`src/rtl/srrw_pkg.sv`:
```
package srrw_pkg;

    // sequence numbers and window
    localparam int SEQ_W       = 4;
    localparam int SEQ_MODULUS = 10;
    localparam int WINDOW_SIZE = 5;
    localparam int SLOT_W      = $clog2(SEQ_MODULUS);

    // byte accounting
    localparam int TAG_W       = 16;
    localparam int LEN_W       = 10;
    localparam int TOTAL_W     = 31;
    localparam int PKT_W       = 22;
    localparam int CHUNK_BYTES = 1000;
    localparam int PROD_W      = PKT_W + $clog2(CHUNK_BYTES + 1);

    // completion burst
    localparam int FINAL_REPEATS = 10;
    localparam int REP_W         = $clog2(FINAL_REPEATS + 2);

    // command queue
    localparam int QUEUE_DEPTH = 4;
    localparam int QPTR_W      = $clog2(QUEUE_DEPTH);

    localparam int KIND_W = 2;

    typedef logic [SEQ_W-1:0]   t_seq;
    typedef logic [TAG_W-1:0]   t_tag;
    typedef logic [LEN_W-1:0]   t_len;
    typedef logic [TOTAL_W-1:0] t_total;

    typedef enum logic [KIND_W-1:0] {
        KIND_ACK     = 2'd0,
        KIND_RELEASE = 2'd1,
        KIND_FINAL   = 2'd2
    } t_kind;

    typedef enum logic {
        S_IDLE  = 1'b0,
        S_DRAIN = 1'b1
    } t_front_state;

    // one entry of the command queue: a single ack or release beat
    typedef struct packed {
        t_kind kind;
        t_seq  ack_seq;
        t_tag  tag;
        t_len  len;
        logic  finished;
        logic  last;
    } t_cmd;

    function automatic t_seq next_seq(input t_seq s);
        if (s == t_seq'(SEQ_MODULUS)) begin
            return t_seq'(1);
        end
        return s + t_seq'(1);
    endfunction

endpackage

```
`src/rtl/srrw_if.sv`:
```
interface srrw_in_if;
    import srrw_pkg::*;

    logic valid;
    logic ready;
    t_seq seq_num;
    t_tag payload_tag;

    modport source (output valid, output seq_num, output payload_tag, input ready);
    modport sink   (input valid, input seq_num, input payload_tag, output ready);
endinterface

interface srrw_out_if;
    import srrw_pkg::*;

    logic              valid;
    logic              ready;
    logic [KIND_W-1:0] kind;
    t_seq              ack_seq;
    t_tag              release_tag;
    t_len              write_len;
    logic              finished;
    logic              last;

    modport source (output valid, output kind, output ack_seq, output release_tag,
                    output write_len, output finished, output last, input ready);
    modport sink   (input valid, input kind, input ack_seq, input release_tag,
                    input write_len, input finished, input last, output ready);
endinterface

```
`src/rtl/selective_repeat_receive_window_unit.sv`:
```
// channel   dir  beat contents                                   handshake
// i_pkt     in   seq_num, payload_tag                            valid/ready
// o_res     out  kind, ack_seq, release_tag, write_len,          valid/ready
//                finished, last
// cfg       in   i_cfg_data (total_bytes)                        i_cfg_we, no wait
//
// the front pushes one command per ack-only packet and one per release, so an
// in-order packet that drains k held packets gives 1+k commands; the back sends
// one beat per cycle while o_res.ready is high, 1 to 15 beats per packet
// (a completing release adds a burst of ten final acks from the back's counter)
// synchronous reset puts the window front at 1, clears held flags, counters,
// total_bytes and the command queue; held handles are not reset
// the input stalls while the front drains held packets or the four-entry command
// queue is full, the back stalls only on o_res.ready; after completion packets
// are taken and dropped
module selective_repeat_receive_window_unit (
    input  logic             i_clk,
    input  logic             i_rst_n,
    srrw_in_if.sink          i_pkt,
    srrw_out_if.source       o_res,
    input  logic             i_cfg_we,
    input  srrw_pkg::t_total i_cfg_data
);
    import srrw_pkg::*;

    // commands between front and back
    logic q_push, q_full, q_pop, q_empty;
    t_cmd q_in, q_out;

    // classify packets, keep the window, do the byte accounting
    srrw_front u_front (
        .i_clk      (i_clk),
        .i_rst_n    (i_rst_n),
        .i_pkt      (i_pkt),
        .i_cfg_we   (i_cfg_we),
        .i_cfg_data (i_cfg_data),
        .i_full     (q_full),
        .o_push     (q_push),
        .o_cmd      (q_in)
    );

    // short queue so each side can stall on its own
    srrw_queue u_queue (
        .i_clk   (i_clk),
        .i_rst_n (i_rst_n),
        .i_push  (q_push),
        .i_cmd   (q_in),
        .o_full  (q_full),
        .i_pop   (q_pop),
        .o_cmd   (q_out),
        .o_empty (q_empty)
    );

    // turn commands into output beats, expand the final ack burst
    srrw_back u_back (
        .i_clk   (i_clk),
        .i_rst_n (i_rst_n),
        .i_cmd   (q_out),
        .i_empty (q_empty),
        .o_pop   (q_pop),
        .o_res   (o_res)
    );

endmodule

```
`src/rtl/srrw_front.sv`:
```
module srrw_front (
    input  logic                    i_clk,
    input  logic                    i_rst_n,
    srrw_in_if.sink                 i_pkt,
    input  logic                    i_cfg_we,
    input  srrw_pkg::t_total        i_cfg_data,
    input  logic                    i_full,
    output logic                    o_push,
    output srrw_pkg::t_cmd          o_cmd
);
    import srrw_pkg::*;

    t_front_state           r_state, n_state;
    t_seq                   r_front;
    logic [SEQ_MODULUS-1:0] r_valid;
    t_tag                   r_tag [SEQ_MODULUS];
    t_total                 r_bytes, n_bytes;
    logic [PKT_W-1:0]       r_pkts, n_pkts;
    logic [PROD_W-1:0]      r_prod, n_prod;
    logic                   r_done;
    t_total                 r_total;

    logic              w_ready;
    logic              is_rel;
    t_tag              rel_tag;
    logic [SLOT_W-1:0] cur_slot, nxt_slot, in_slot;
    t_seq              nf;
    t_total            remaining, len;
    logic              rel_done, more;
    logic              seq_hit, hold;
    logic [SEQ_W:0]    seq_gap;
    logic [PROD_W:0]   tot_ext;

    assign i_pkt.ready = w_ready;

    // release arithmetic, shared by input and held packets
    always_comb begin
        cur_slot  = SLOT_W'(r_front - t_seq'(1));
        nf        = next_seq(r_front);
        nxt_slot  = SLOT_W'(nf - t_seq'(1));
        remaining = (r_total > r_bytes) ? (r_total - r_bytes) : '0;
        len       = (remaining < t_total'(CHUNK_BYTES)) ? remaining : t_total'(CHUNK_BYTES);
        n_bytes   = r_bytes + len;
        if (r_pkts == {PKT_W{1'b1}}) begin
            n_pkts = r_pkts;
            n_prod = r_prod;
        end else begin
            n_pkts = r_pkts + 1'b1;
            n_prod = r_prod + PROD_W'(CHUNK_BYTES);
        end
        tot_ext  = (PROD_W+1)'(r_total);
        rel_done = (tot_ext <= {1'b0, n_prod}) &&
                   ((tot_ext + (PROD_W+1)'(CHUNK_BYTES)) > {1'b0, n_prod});
        more     = !rel_done && r_valid[nxt_slot];
    end

    // window test for out-of-order packets
    always_comb begin
        seq_hit = (i_pkt.seq_num == r_front);
        in_slot = SLOT_W'(i_pkt.seq_num - t_seq'(1));
        if ({1'b0, i_pkt.seq_num} >= {1'b0, r_front}) begin
            seq_gap = {1'b0, i_pkt.seq_num} - {1'b0, r_front};
        end else begin
            seq_gap = {1'b0, i_pkt.seq_num} + (SEQ_W+1)'(SEQ_MODULUS) - {1'b0, r_front};
        end
        hold = (i_pkt.seq_num != '0) && (i_pkt.seq_num <= t_seq'(SEQ_MODULUS)) &&
               (seq_gap < (SEQ_W+1)'(WINDOW_SIZE));
    end

    // next state
    always_comb begin
        n_state = r_state;
        case (r_state)
            S_IDLE: begin
                if (i_pkt.valid && w_ready && !r_done && seq_hit && more) begin
                    n_state = S_DRAIN;
                end
            end
            S_DRAIN: begin
                if (!i_full && !more) begin
                    n_state = S_IDLE;
                end
            end
            default: n_state = S_IDLE;
        endcase
    end

    // outputs
    always_comb begin
        w_ready = 1'b0;
        o_push  = 1'b0;
        is_rel  = 1'b0;
        rel_tag = r_tag[cur_slot];
        case (r_state)
            S_IDLE: begin
                w_ready = r_done || !i_full;
                rel_tag = i_pkt.payload_tag;
                if (i_pkt.valid && w_ready && !r_done) begin
                    o_push = 1'b1;
                    is_rel = seq_hit;
                end
            end
            S_DRAIN: begin
                o_push = !i_full;
                is_rel = !i_full;
            end
            default: begin
                w_ready = 1'b0;
            end
        endcase

        if (is_rel) begin
            o_cmd.kind     = KIND_RELEASE;
            o_cmd.ack_seq  = r_front;
            o_cmd.tag      = rel_tag;
            o_cmd.len      = LEN_W'(len);
            o_cmd.finished = rel_done;
            o_cmd.last     = !more;
        end else begin
            o_cmd.kind     = KIND_ACK;
            o_cmd.ack_seq  = i_pkt.seq_num;
            o_cmd.tag      = '0;
            o_cmd.len      = '0;
            o_cmd.finished = 1'b0;
            o_cmd.last     = 1'b1;
        end
    end

    always_ff @(posedge i_clk) begin
        if (!i_rst_n) begin
            r_state <= S_IDLE;
            r_front <= t_seq'(1);
            r_valid <= '0;
            r_bytes <= '0;
            r_pkts  <= '0;
            r_prod  <= '0;
            r_done  <= 1'b0;
            r_total <= '0;
        end else begin
            r_state <= n_state;
            if (i_cfg_we) begin
                r_total <= i_cfg_data;
            end
            if (is_rel) begin
                r_bytes <= n_bytes;
                r_pkts  <= n_pkts;
                r_prod  <= n_prod;
                r_front <= nf;
                r_done  <= rel_done;
                if (r_state == S_DRAIN) begin
                    r_valid[cur_slot] <= 1'b0;
                end
            end
            if (o_push && !is_rel && hold) begin
                r_valid[in_slot] <= 1'b1;
            end
        end
    end

    // held handles, no reset
    always_ff @(posedge i_clk) begin
        if (o_push && !is_rel && hold) begin
            r_tag[in_slot] <= i_pkt.payload_tag;
        end
    end

    a_no_push_when_done: assert property (@(posedge i_clk) disable iff (!i_rst_n)
        r_done |-> !o_push)
        else $error("command pushed after transfer completed");

    a_done_ends_drain: assert property (@(posedge i_clk) disable iff (!i_rst_n)
        (is_rel && rel_done) |=> (r_state == S_IDLE && r_done))
        else $error("completing release did not stop the drain");

    a_drain_slot_held: assert property (@(posedge i_clk) disable iff (!i_rst_n)
        (r_state == S_DRAIN) |-> r_valid[cur_slot])
        else $error("drain step on an empty slot");

endmodule

```
`src/rtl/srrw_queue.sv`:
```
module srrw_queue (
    input  logic           i_clk,
    input  logic           i_rst_n,
    input  logic           i_push,
    input  srrw_pkg::t_cmd i_cmd,
    output logic           o_full,
    input  logic           i_pop,
    output srrw_pkg::t_cmd o_cmd,
    output logic           o_empty
);
    import srrw_pkg::*;

    t_cmd              r_mem [QUEUE_DEPTH];
    logic [QPTR_W-1:0] r_wr, r_rd;
    logic [QPTR_W:0]   r_cnt;

    assign o_full  = (r_cnt == (QPTR_W+1)'(QUEUE_DEPTH));
    assign o_empty = (r_cnt == '0);
    assign o_cmd   = r_mem[r_rd];

    always_ff @(posedge i_clk) begin
        if (!i_rst_n) begin
            r_wr  <= '0;
            r_rd  <= '0;
            r_cnt <= '0;
        end else begin
            if (i_push) begin
                r_wr <= r_wr + 1'b1;
            end
            if (i_pop) begin
                r_rd <= r_rd + 1'b1;
            end
            if (i_push && !i_pop) begin
                r_cnt <= r_cnt + 1'b1;
            end else if (!i_push && i_pop) begin
                r_cnt <= r_cnt - 1'b1;
            end
        end
    end

    always_ff @(posedge i_clk) begin
        if (i_push) begin
            r_mem[r_wr] <= i_cmd;
        end
    end

endmodule

```
`src/rtl/srrw_back.sv`:
```
module srrw_back (
    input  logic           i_clk,
    input  logic           i_rst_n,
    input  srrw_pkg::t_cmd i_cmd,
    input  logic           i_empty,
    output logic           o_pop,
    srrw_out_if.source     o_res
);
    import srrw_pkg::*;

    logic             r_ovalid;
    t_kind            r_kind;
    t_seq             r_ack;
    t_tag             r_tag;
    t_len             r_len;
    logic             r_fin;
    logic             r_last;
    logic [REP_W-1:0] r_rep;
    t_seq             r_rep_seq;
    logic             load;

    assign load  = !r_ovalid || o_res.ready;
    assign o_pop = load && (r_rep == '0) && !i_empty;

    assign o_res.valid       = r_ovalid;
    assign o_res.kind        = r_kind;
    assign o_res.ack_seq     = r_ack;
    assign o_res.release_tag = r_tag;
    assign o_res.write_len   = r_len;
    assign o_res.finished    = r_fin;
    assign o_res.last        = r_last;

    always_ff @(posedge i_clk) begin
        if (!i_rst_n) begin
            r_ovalid <= 1'b0;
            r_rep    <= '0;
        end else if (load) begin
            if (r_rep != '0) begin
                r_ovalid <= 1'b1;
                r_rep    <= r_rep - 1'b1;
            end else if (!i_empty) begin
                r_ovalid <= 1'b1;
                if (i_cmd.kind == KIND_RELEASE && i_cmd.finished) begin
                    r_rep <= REP_W'(FINAL_REPEATS);
                end
            end else begin
                r_ovalid <= 1'b0;
            end
        end
    end

    // beat payload
    always_ff @(posedge i_clk) begin
        if (load) begin
            if (r_rep != '0) begin
                r_kind <= KIND_FINAL;
                r_ack  <= r_rep_seq;
                r_tag  <= '0;
                r_len  <= '0;
                r_fin  <= 1'b1;
                r_last <= (r_rep == REP_W'(1));
            end else if (!i_empty) begin
                r_kind    <= i_cmd.kind;
                r_ack     <= i_cmd.ack_seq;
                r_tag     <= i_cmd.tag;
                r_len     <= i_cmd.len;
                r_fin     <= i_cmd.finished;
                r_last    <= i_cmd.last && !(i_cmd.finished && (FINAL_REPEATS != 0));
                r_rep_seq <= i_cmd.ack_seq;
            end
        end
    end

    a_no_pop_in_burst: assert property (@(posedge i_clk) disable iff (!i_rst_n)
        (r_rep != '0) |-> !o_pop)
        else $error("queue popped during final ack burst");

    a_burst_starts: assert property (@(posedge i_clk) disable iff (!i_rst_n)
        (o_pop && i_cmd.kind == KIND_RELEASE && i_cmd.finished)
            |=> (r_rep == REP_W'(FINAL_REPEATS)))
        else $error("final ack burst not armed");

    a_burst_has_beat: assert property (@(posedge i_clk) disable iff (!i_rst_n)
        (r_rep != '0) |-> r_ovalid)
        else $error("burst pending without an output beat");

endmodule
```
`src/flat_wrapper.sv`:
```
// flat-port wrapper written by rule: the top's interface ports become plain ports
module selective_repeat_receive_window_unit_flat import srrw_pkg::*;
  (i_clk, i_rst_n, i_cfg_we, i_cfg_data, i_pkt_valid, i_pkt_seq_num, i_pkt_payload_tag, i_pkt_ready, o_res_valid, o_res_kind, o_res_ack_seq, o_res_release_tag, o_res_write_len, o_res_finished, o_res_last, o_res_ready);
  srrw_in_if i_pkt_i ();
  srrw_out_if o_res_i ();
  input  logic i_clk;
  input  logic i_rst_n;
  input  logic i_cfg_we;
  input  srrw_pkg::t_total i_cfg_data;
  input wire logic [$bits(i_pkt_i.valid)-1:0] i_pkt_valid;
  input wire logic [$bits(i_pkt_i.seq_num)-1:0] i_pkt_seq_num;
  input wire logic [$bits(i_pkt_i.payload_tag)-1:0] i_pkt_payload_tag;
  output wire logic [$bits(i_pkt_i.ready)-1:0] i_pkt_ready;
  output wire logic [$bits(o_res_i.valid)-1:0] o_res_valid;
  output wire logic [$bits(o_res_i.kind)-1:0] o_res_kind;
  output wire logic [$bits(o_res_i.ack_seq)-1:0] o_res_ack_seq;
  output wire logic [$bits(o_res_i.release_tag)-1:0] o_res_release_tag;
  output wire logic [$bits(o_res_i.write_len)-1:0] o_res_write_len;
  output wire logic [$bits(o_res_i.finished)-1:0] o_res_finished;
  output wire logic [$bits(o_res_i.last)-1:0] o_res_last;
  input wire logic [$bits(o_res_i.ready)-1:0] o_res_ready;
  assign i_pkt_i.valid = i_pkt_valid;
  assign i_pkt_i.seq_num = i_pkt_seq_num;
  assign i_pkt_i.payload_tag = i_pkt_payload_tag;
  assign i_pkt_ready = i_pkt_i.ready;
  assign o_res_valid = o_res_i.valid;
  assign o_res_kind = o_res_i.kind;
  assign o_res_ack_seq = o_res_i.ack_seq;
  assign o_res_release_tag = o_res_i.release_tag;
  assign o_res_write_len = o_res_i.write_len;
  assign o_res_finished = o_res_i.finished;
  assign o_res_last = o_res_i.last;
  assign o_res_i.ready = o_res_ready;
  selective_repeat_receive_window_unit u_core (.i_clk(i_clk), .i_rst_n(i_rst_n), .i_pkt(i_pkt_i), .o_res(o_res_i), .i_cfg_we(i_cfg_we), .i_cfg_data(i_cfg_data));
endmodule
```
`config.mk`:
```
export PLATFORM = sky130hd
export DESIGN_NAME = selective_repeat_receive_window_unit_flat
export DESIGN_NICKNAME = d
export VERILOG_FILES = /design/src/rtl/srrw_pkg.sv /design/src/rtl/srrw_if.sv /design/src/rtl/selective_repeat_receive_window_unit.sv /design/src/rtl/srrw_front.sv /design/src/rtl/srrw_queue.sv /design/src/rtl/srrw_back.sv /design/src/flat_wrapper.sv
export SDC_FILE = /design/constraint.sdc
export NUM_CORES = 1
export LEC_CHECK = 0
export BUFFER_PORTS_ARGS = -buffer_cell sky130_fd_sc_hd__clkbuf_2
export CAP_MARGIN = 20
export CORE_ASPECT_RATIO = 2
export CORE_MARGIN = 2
export CORE_UTILIZATION = 54
export CTS_CLUSTER_DIAMETER = 120
export DETAILED_ROUTE_END_ITERATION = 10
export HOLD_SLACK_MARGIN = 0.15
export PLACE_DENSITY = 0.82
export SLEW_MARGIN = 20
export SYNTH_ARGS = -nofsm -noshare
export SYNTH_HDL_FRONTEND = slang
export SYNTH_SLANG_ARGS = --single-unit
export TNS_END_PERCENT = 1
```
`constraint.sdc`:
```
create_clock -name i_clk -period 8.5 [get_ports i_clk]
set_input_delay 2.55 -clock i_clk [delete_from_list [all_inputs] [get_ports i_clk]]
set_output_delay 2.55 -clock i_clk [all_outputs]
set_load 0.005 [all_outputs]
```
==> flow_summary_export.csv <==
group,metric,value,unit
logic_synthesis,synth_xor_area_share,5.29,%
critical_path,critPathLaunch,"u_core.u_front.r_total[16]$_SDFFE_PN0P_",
logic_synthesis,synth-seq-cells,473,
die,coreArea,44700,um^2
placement,hpwl,36900,um
cts,tritoncts,"done",
critical_path,worst_setup_path_start_kind,"flop",
cts,cts.clk_slew.worst_paths,70,ps
power_and_ir_drop,p_sw_share,27.4,%
global_routing,overflow,0,
detailed_routing,wl_per_cell,19.5,um
critical_path,crit_slowest_cell,"dfxtp_1",
sta,timing.fmax,0.143,GHz
die,die_h,304,um
sta,drv_slew,0,
detailed_routing,drt_iter0_drc,1070,
power_and_ir_drop,switchingPower,1.64,mW
die,die_x,154,um
power_and_ir_drop,peakVddDrop,0.205,mV
logic_synthesis,synth_compound_area_share,10.1,%
sta,rsz0062_at_grt,"no",
sta,setup_viol,0,
cts,clk_root_buffer_cell,"clkbuf_16",
worst_hold_path,hold_path.class,"flop to flop",
global_routing,grt_pass1_vias,16669,
detailed_routing,vias,16731,
logic_synthesis,synth_mux_area_share,8.68,%
logic_synthesis,synth_edf_count,330,
cts,cts_buffer_depth,3,
critical_path,end_kind,"flop",
global_routing,busiest_layer,"met2",
flow_run,maxCapViolCount,0,
detailed_routing,drc,0,
logic_synthesis,ys_seq_area_share,52.5,%
logic_synthesis,synth_top_family_by_area,"simple AND/OR/NAND/NOR gates",
status,status,"completed",
power_and_ir_drop,pwr-share-comb,19.1,%
global_routing,grt_start_max_net_pins,70,
sta,clock_skew,33.0,ps
layout,drive_gt1_share,12.4,%
critical_path,worst_ep_arrival_time,7450,ps
logic_synthesis,synth.cell_area,24300,um^2
sta,tightest_slew,1140,ps
critical_path,criticalPathCategory,"flop to flop",
layout,n_antenna_cell,0,
die,ios,92,
logic_synthesis,synth_fa_ha_area_share,7.84,%
placement,gp_congestion,1.00,
detailed_routing,drt_pass1_iterations,6,
logic_synthesis,ys.flop_type,"edfxtp_1",
power_and_ir_drop,pwr-share-seq,47.0,%
detailed_routing,postRouteWirelength,54500,um
logic_synthesis,syn-instance-count,2110,
critical_path,crit_fanout,21,
logic_synthesis,synth-simple-area-share,13.1,%
worst_hold_path,hold_start,"u_core.u_front.r_bytes[20]$_SDFFE_PN0P_",
global_routing,grt_util_all_layers,23.1,%
global_routing,use_met1,29.8,%
die,rows,110,
logic_synthesis,yosys_warnings,0,
cts,h-tree-depth,2,
die,die-area,46900,um^2
power_and_ir_drop,leakage,10.1,nW
global_routing,grt_antenna_before_repair,0,
critical_path,slowest_delay,520,ps
sta,tns,0,ps
sta,hold_violations,0,
cts,cts_buffers,41,
layout,area_delta_synth_final,10.8,%
placement,io_buffers,91,
power_and_ir_drop,intPower,4.34,mW
critical_path,worstPathRequired,8950,ps
logic_synthesis,syn_avg_cell_area,11.5,um^2
detailed_routing,antenna_left,0,
logic_synthesis,ys_async_sr_fraction,0,%
sta,min_period,7010,ps
global_routing,grt_pass1_wl,86700,um
cts,clock_sinks,473,
global_routing,use_met3,3.60,%
power_and_ir_drop,powerDensity,222,nW/um^2
cts,clkLatencyLatePin,600,ps
logic_synthesis,synth.distinct_cells,71,
cts,post_cts_buffers,0,
cts,hold_buffers,0,
critical_path,r2r-start,"u_core.u_front.r_total[16]$_SDFFE_PN0P_",
cts,cts_resized,0,
power_and_ir_drop,p_total,5.98,mW
die,initial_utilization,54.4,%
layout,final_nets,2414,
power_and_ir_drop,clock_power_share,33.8,%
sta,fin_crit_sh,82.4,%
detailed_routing,routed_via_density,5.98,
global_routing,grtUsageMet2,39.5,%
sta,maxSlewHeadroom,23.9,%
worst paths after layout:
check,slack (ps),to,cells past startpoint
worst min register to register,480,u_core.u_front.r_bytes[20]$_SDFFE_PN0P_,2
worst max register to register,1490,u_core.u_front.r_bytes[29]$_SDFFE_PN0P_,25
worst max-delay path,1490,u_core.u_front.r_bytes[29]$_SDFFE_PN0P_,25
worst min-delay path,480,u_core.u_front.r_bytes[20]$_SDFFE_PN0P_,2
cell usage in the layout (no fill, tap or decap), drive strengths merged, types with 6 or more instances in the layout:
cell | netlist | routed
a211oi | 32 | 32
a21o | 45 | 45
a21oi | 128 | 128
a31oi | 8 | 8
and2 | 41 | 41
and3 | 12 | 12
and4 | 6 | 6
buf | 16 | 29
bufinv | 0 | 8
clkbuf | 67 | 137
clkinv | 1 | 17
conb | 1 | 20
dfxtp | 143 | 143
edfxtp | 330 | 330
fa | 6 | 6
ha | 143 | 143
inv | 74 | 76
mux2i | 58 | 58
mux4 | 67 | 67
nand2 | 167 | 167
nand2b | 16 | 16
nand3 | 46 | 46
nand4 | 43 | 43
nor2 | 206 | 206
nor2b | 36 | 36
nor3 | 32 | 32
nor3b | 9 | 9
nor4 | 12 | 12
o211ai | 7 | 7
o21a | 34 | 34
o21ai | 70 | 70
o21bai | 6 | 6
o22ai | 21 | 21
or3 | 20 | 20
xnor2 | 77 | 77
xor2 | 70 | 70
critical path, delay by kind of cell (launching register included):
kind | cells | cell delay [ps]
AOI/OAI and AO/OA | 13 | 3480
adders and majority gates | 2 | 630
buffers and inverters | 1 | 290
DFF | 1 | 520
and+or+nand+nor | 9 | 1940
metal layers:
layer,share of wire (%),vias up
met5,0,-
met4,3.2,0
met3,6.5,106
met2,49,576
met1,41,8066
li1,-,7983
area by class of cell:
cell class	instances	area, um^2
clock buffer	46	1040
clock inverter	28	407
fill	3439	17800
inverter	75	283
multi-input combinational	1498	11100
sequential	473	12800
tap	560	701
timing repair buffer	120	673
sequential cells by signal, summed over array words and instances (netlist names), 2 cells and up, named ones only:
signal	count
u_core.u_front.r_tag	160
u_core.u_queue.r_mem	132
u_core.u_front.r_bytes	31
u_core.u_front.r_total	31
u_core.u_front.r_prod	29
u_core.u_front.r_pkts	22
u_core.u_back.o_res.release_tag	16
u_core.u_back.o_res.write_len	10
u_core.u_front.r_valid	10
u_core.u_back.o_res.ack_seq	4
u_core.u_back.r_rep	4
u_core.u_back.r_rep_seq	4
u_core.u_front.r_front	4
u_core.u_queue.r_cnt	3
u_core.u_back.o_res.kind	2
u_core.u_queue.r_rd	2
u_core.u_queue.r_wr	2
through the flow:
stage	std cells	hold WS [ps]	cell area, um^2	utilization (%)	worst slack [ps]
finish	2800	478	27000	60.3	1490
CTS	2800	477	27000	60.3	1590
global placement	2726	458	25500	57.0	1800
detailed placement	2726	465	25500	57.0	1610
floorplan	2129	449	24400	-	2520
global route	2800	494	27000	60.3	1010
cells by family after synthesis:
| logic type | after synthesis |
|---|---|
| and+or+nand+nor | 663 |
| DFF | 473 |
| AOI/OAI and AO/OA | 392 |
| buffers and inverters | 158 |
| adders and majority gates | 149 |
| xor gates and xnor gates | 147 |
| muxes | 127 |
| other | 1 |
synth_stat cells (all sizes together), types with 3 or more instances:
cell type / n / area (um^2)
edfxtp: 330 / 9910
nor2: 206 / 773
nand2: 167 / 627
dfxtp: 143 / 2860
ha: 143 / 1790
a21oi: 128 / 641
xnor2: 77 / 674
inv: 74 / 278
o21ai: 70 / 350
xor2: 70 / 613
clkbuf: 67 / 251
mux4: 67 / 1510
mux2i: 58 / 581
nand3: 46 / 230
a21o: 45 / 338
nand4: 43 / 269
and2: 41 / 257
nor2b: 36 / 225
o21a: 34 / 255
a211oi: 32 / 240
nor3: 32 / 160
o22ai: 21 / 131
or3: 20 / 125
buf: 16 / 66.3
nand2b: 16 / 100
and3: 12 / 75.1
nor4: 12 / 81.3
nor3b: 9 / 72.6
a31oi: 8 / 50.1
o211ai: 7 / 52.6
and4: 6 / 52.6
fa: 6 / 120
o21bai: 6 / 45.0
a311oi: 5 / 50.0
nand3b: 5 / 37.5
o31ai: 5 / 37.5
a21boi: 4 / 30.0
or2: 4 / 25.0
a211o: 3 / 26.3
o311ai: 3 / 26.3
or4: 3 / 22.5
power by group through the flow:
stage | registers [mW] | logic [mW] | clock network (mW)
final | 2.81 | 1.15 | 2.02
after detailed placement | 2.86 | 1.14 | 0
after floorplan | 2.85 | 0.777 | 0
after global routing | 2.83 | 1.27 | 2.13
after CTS | 2.82 | 1.15 | 2.06
after global placement | 2.85 | 1.11 | 0
No activity file was read; power rests on OpenSTA's default activity.
